==> src/rtl/acor_ram.sv <==
// generic single write port ram with registered read
`default_nettype none

module acor_ram #(
    parameter int WIDTH = 8,
    parameter int DEPTH = 16
) (
    input  wire logic                                  aclk,
    input  wire logic                                  wr_en,
    input  wire logic [((DEPTH > 1) ? $clog2(DEPTH) : 1)-1:0] wr_addr,
    input  wire logic [WIDTH-1:0]                      wr_data,
    input  wire logic                                  rd_en,
    input  wire logic [((DEPTH > 1) ? $clog2(DEPTH) : 1)-1:0] rd_addr,
    output logic      [WIDTH-1:0]                      rd_data
);

    logic [WIDTH-1:0] mem [DEPTH];

    // write port
    always_ff @(posedge aclk) begin
        if (wr_en) begin
            mem[wr_addr] <= wr_data;
        end
    end

    // registered read port
    always_ff @(posedge aclk) begin
        if (rd_en) begin
            rd_data <= mem[rd_addr];
        end
    end

endmodule

`default_nettype wire

==> config.mk <==
export PLATFORM = sky130hd
export DESIGN_NAME = acor_ram
export DESIGN_NICKNAME = d
export VERILOG_FILES = /design/src/rtl/acor_ram.sv
export SDC_FILE = /design/constraint.sdc
export NUM_CORES = 1
export LEC_CHECK = 0
export BUFFER_PORTS_ARGS = -buffer_cell sky130_fd_sc_hd__buf_4
export CAP_MARGIN = 20
export CELL_PAD_IN_SITES_DETAIL_PLACEMENT = 1
export CELL_PAD_IN_SITES_GLOBAL_PLACEMENT = 1
export CORE_ASPECT_RATIO = 0.75
export CORE_MARGIN = 4
export CORE_UTILIZATION = 25
export DETAILED_ROUTE_END_ITERATION = 7
export GPL_TIMING_DRIVEN = 0
export PLACE_DENSITY = 0.51
export SYNTH_ARGS = -nofsm -noshare
export SYNTH_HDL_FRONTEND = slang
export SYNTH_SLANG_ARGS = --single-unit
==> constraint.sdc <==
create_clock -name aclk -period 3.05 [get_ports aclk]
set_clock_uncertainty 0.1 [all_clocks]
set_input_delay 0.4575 -clock aclk [delete_from_list [all_inputs] [get_ports aclk]]
set_output_delay 0.4575 -clock aclk [all_outputs]
set_load 0.02 [all_outputs]
==> results_dict.tcl <==
set metrics [dict create \
    outcome "finished clean" \
    hold_end "rd_data[0]" \
    ys_types 18 \
    ir_drop_v 0.000333 \
    ctsResizeCount 0 \
    cts_sinks 136 \
    power.share.switching_pct 20.7 \
    dpl.hpwl_mm 7.69 \
    htree_levels 4 \
    hold_viol_final 0 \
    syn_inst 229 \
    grt_pass1_vias 2577 \
    yosys-top-cells-area "edfxtp_1 (78%), mux4_2 (7.8%), mux4_1 (7.0%)" \
    routed-via-count 2442 \
    finalNonFillerCells 571 \
    synth.ff_latch_count 136 \
    cts-root-buf "clkbuf_16" \
    numCtsBuffers 17 \
    portBuffers 25 \
    combinationalPowerShare_pct 5.2 \
    post-route-min-period_ns 1.92 \
    holdCritStartpoint "rd_en" \
    cts_setup_buffers 0 \
    setup_tns_ns 0 \
    power-per-cell-area_nw_per_um2 689 \
    ios 27 \
    first_pass_iters 5 \
    drc 0 \
    p_leak_nw 2.09 \
    die_h_um 133 \
    drive_above_1_share_pct 30.4 \
    place.gp.congestion 0.729 \
    grt_max_degree 17 \
    clkSlewWorstSetupHoldPaths_ns 0.06 \
    clock.fmax_ghz 0.521 \
    dieArea_um2 23300 \
    antenna_cells 0 \
    rr_startpoint "mem[6][0]" \
    antenna_left 0 \
    p_int_mw 3.49 \
    drv_slew 0 \
    final_nets 296 \
    synth_warnings 0 \
    die_w_um 175 \
    start_kind "primary input" \
    grt_use_total_pct 10.3 \
    relSlewSlack_pct 39.8 \
    layout_common_cells "edfxtp_1 (136), buf_4 (27), mux4_2 (18), clkbuf_16 (17), a22oi_1 (16)" \
    rows 45 \
    worstMarginPinSlew_ns 0.900 \
    synth_top_area_cell "edfxtp_1" \
    grt_overflow 0 \
    period_share_pct 63.0 \
    crit_fanout 5 \
    timing.rr.end "rd_data[0]" \
    cp.arrival_ns 1.93 \
    cts_buffer_depth 2 \
    dpl.cell_count 540 \
    synth_top_area_share_pct 78.1 \
    drtIter0Drc 232 \
    grt_pass1_wl_mm 17.0 \
    coreArea_um2 20400 \
    cp-startpoint "wr_addr[2]" \
    cap_violations 0 \
    ff2ff_path_depth 3 \
    avgViaCountPerCell 4.28 \
    rrSetupSlack_ns 1.30 \
    wirelength_mm 11.5 \
    setup.worst_path.end_class "register" \
    num-fill-cells 2080 \
    routedWlPerCell_um 20.1 \
    antenna_found_initial 0 \
    netlist_area_um2 5230 \
    worstPathCellList "buf_4, or3b_2, nor3_1, buf_2" \
    required_ns 3.06 \
    synth_area_per_cell_um2 22.8 \
    yosysSeqAreaShare_pct 78.1 \
    critPathMaxStageDelay_ns 0.52 \
    area_growth_pct 22.3 \
    worst_hold_path_type "in -> reg" \
    final-setup-viol-count 0 \
    rsz0062_at_grt "no" \
    crit_type "in -> reg" \
    net-switching-power_mw 0.912 \
    power_frac_seq_pct 48.0 \
    clk_latency_ns 0.41 \
    crit_slowest_cell "nor3_1" \
    layout_commonest_cell "edfxtp_1" \
    hold-path-cell-count 1 \
    p_clk_share_pct 46.8 \
    initial_core_util_pct 25.6 \
    cts_tree "done" \
    syn-num-nets 248 \
    cts_hold_buf 0 \
]
==> worst max-delay path by stage <==
stage / cells after the start / to
CTS: 4 / mem[0][3]
floorplan: 2 / mem[0][0]
finish: 4 / mem[0][3]
global route: 4 / mem[0][3]
detailed placement: 4 / mem[0][2]
global placement: 3 / mem[0][1]
==> power by group through the flow <==
stage	registers, mW	logic, mW	clock network, mW
after floorplan	2.16	0.106	0
after global placement	2.15	0.230	0
after detailed placement	2.15	0.235	0
after CTS	2.12	0.236	2.10
after global routing	2.12	0.249	2.20
final	2.11	0.229	2.06
==> final cells by class <==
cell class	instances	area, µm²	area share [%]
Multi-Input combinational cell	83	1060	16.5
Sequential cell	136	4080	63.9
Tap cell	282	353	5.52
Timing Repair Buffer	29	210	3.29
Buffer	10	86.3	1.35
Clock inverter	13	173	2.70
Clock buffer	18	429	6.71
==> flip-flops by register name (all words and copies together), names as in the netlist <==
signal and cells:
mem 128, rd_data 8
==> kinds of logic after synthesis <==
logic type | after synthesis | share of synthesized area [%]
AOI/OAI and AO/OA | 16 | 2.30
buffers and inverters | 10 | 1.65
DFF | 136 | 78.1
muxes | 32 | 14.8
and+or+nand+nor | 35 | 3.14
==> cells in the mapped netlist <==
cell and n:
a22oi_1 16, and2_1 1, and2b_1 1, buf_2 3
buf_4 1, buf_6 3, clkdlybuf4s25_2 3, edfxtp_1 136
mux4_1 14, mux4_2 18, nand2_1 9, nand2b_1 2
nand3_1 1, nand3b_1 2, nor2_1 13, nor2b_1 1
nor3_1 4, or3b_2 1
==> critical path: cells and delay by family <==
| kind | cells | cell delay [ns] |
|---|---|---|
| buf+inv | 2 | 0.44 |
| simple gates | 2 | 1.03 |
==> per-layer routing <==
metal  vias to the layer above  global-route usage, %  part of all wire [%]
met5                         -                      0                     0
met4                         0                   4.10                   1.8
met3                        16                   2.38                   3.1
met2                        43                   14.9                    44
met1                      1301                   14.9                    51
li1                       1082                      -                     -
==> metrics by stage <==
stage,total power [mW],setup WS [ns],utilization (%),instance area (µm²),hold slack (ns)
6_report,4.40,1.13,31.4,6390,0.225
5_1_grt,4.56,1.01,31.4,6390,0.211
4_1_cts,4.45,1.12,31.4,6390,0.211
3_5_place_dp,2.39,0.684,28.4,5790,0.646
3_3_place_gp,2.38,0.340,28.3,5770,0.640
2_1_floorplan,2.27,1.00,-,5230,0.456
Note: power is estimated with default switching activity, not from simulation.
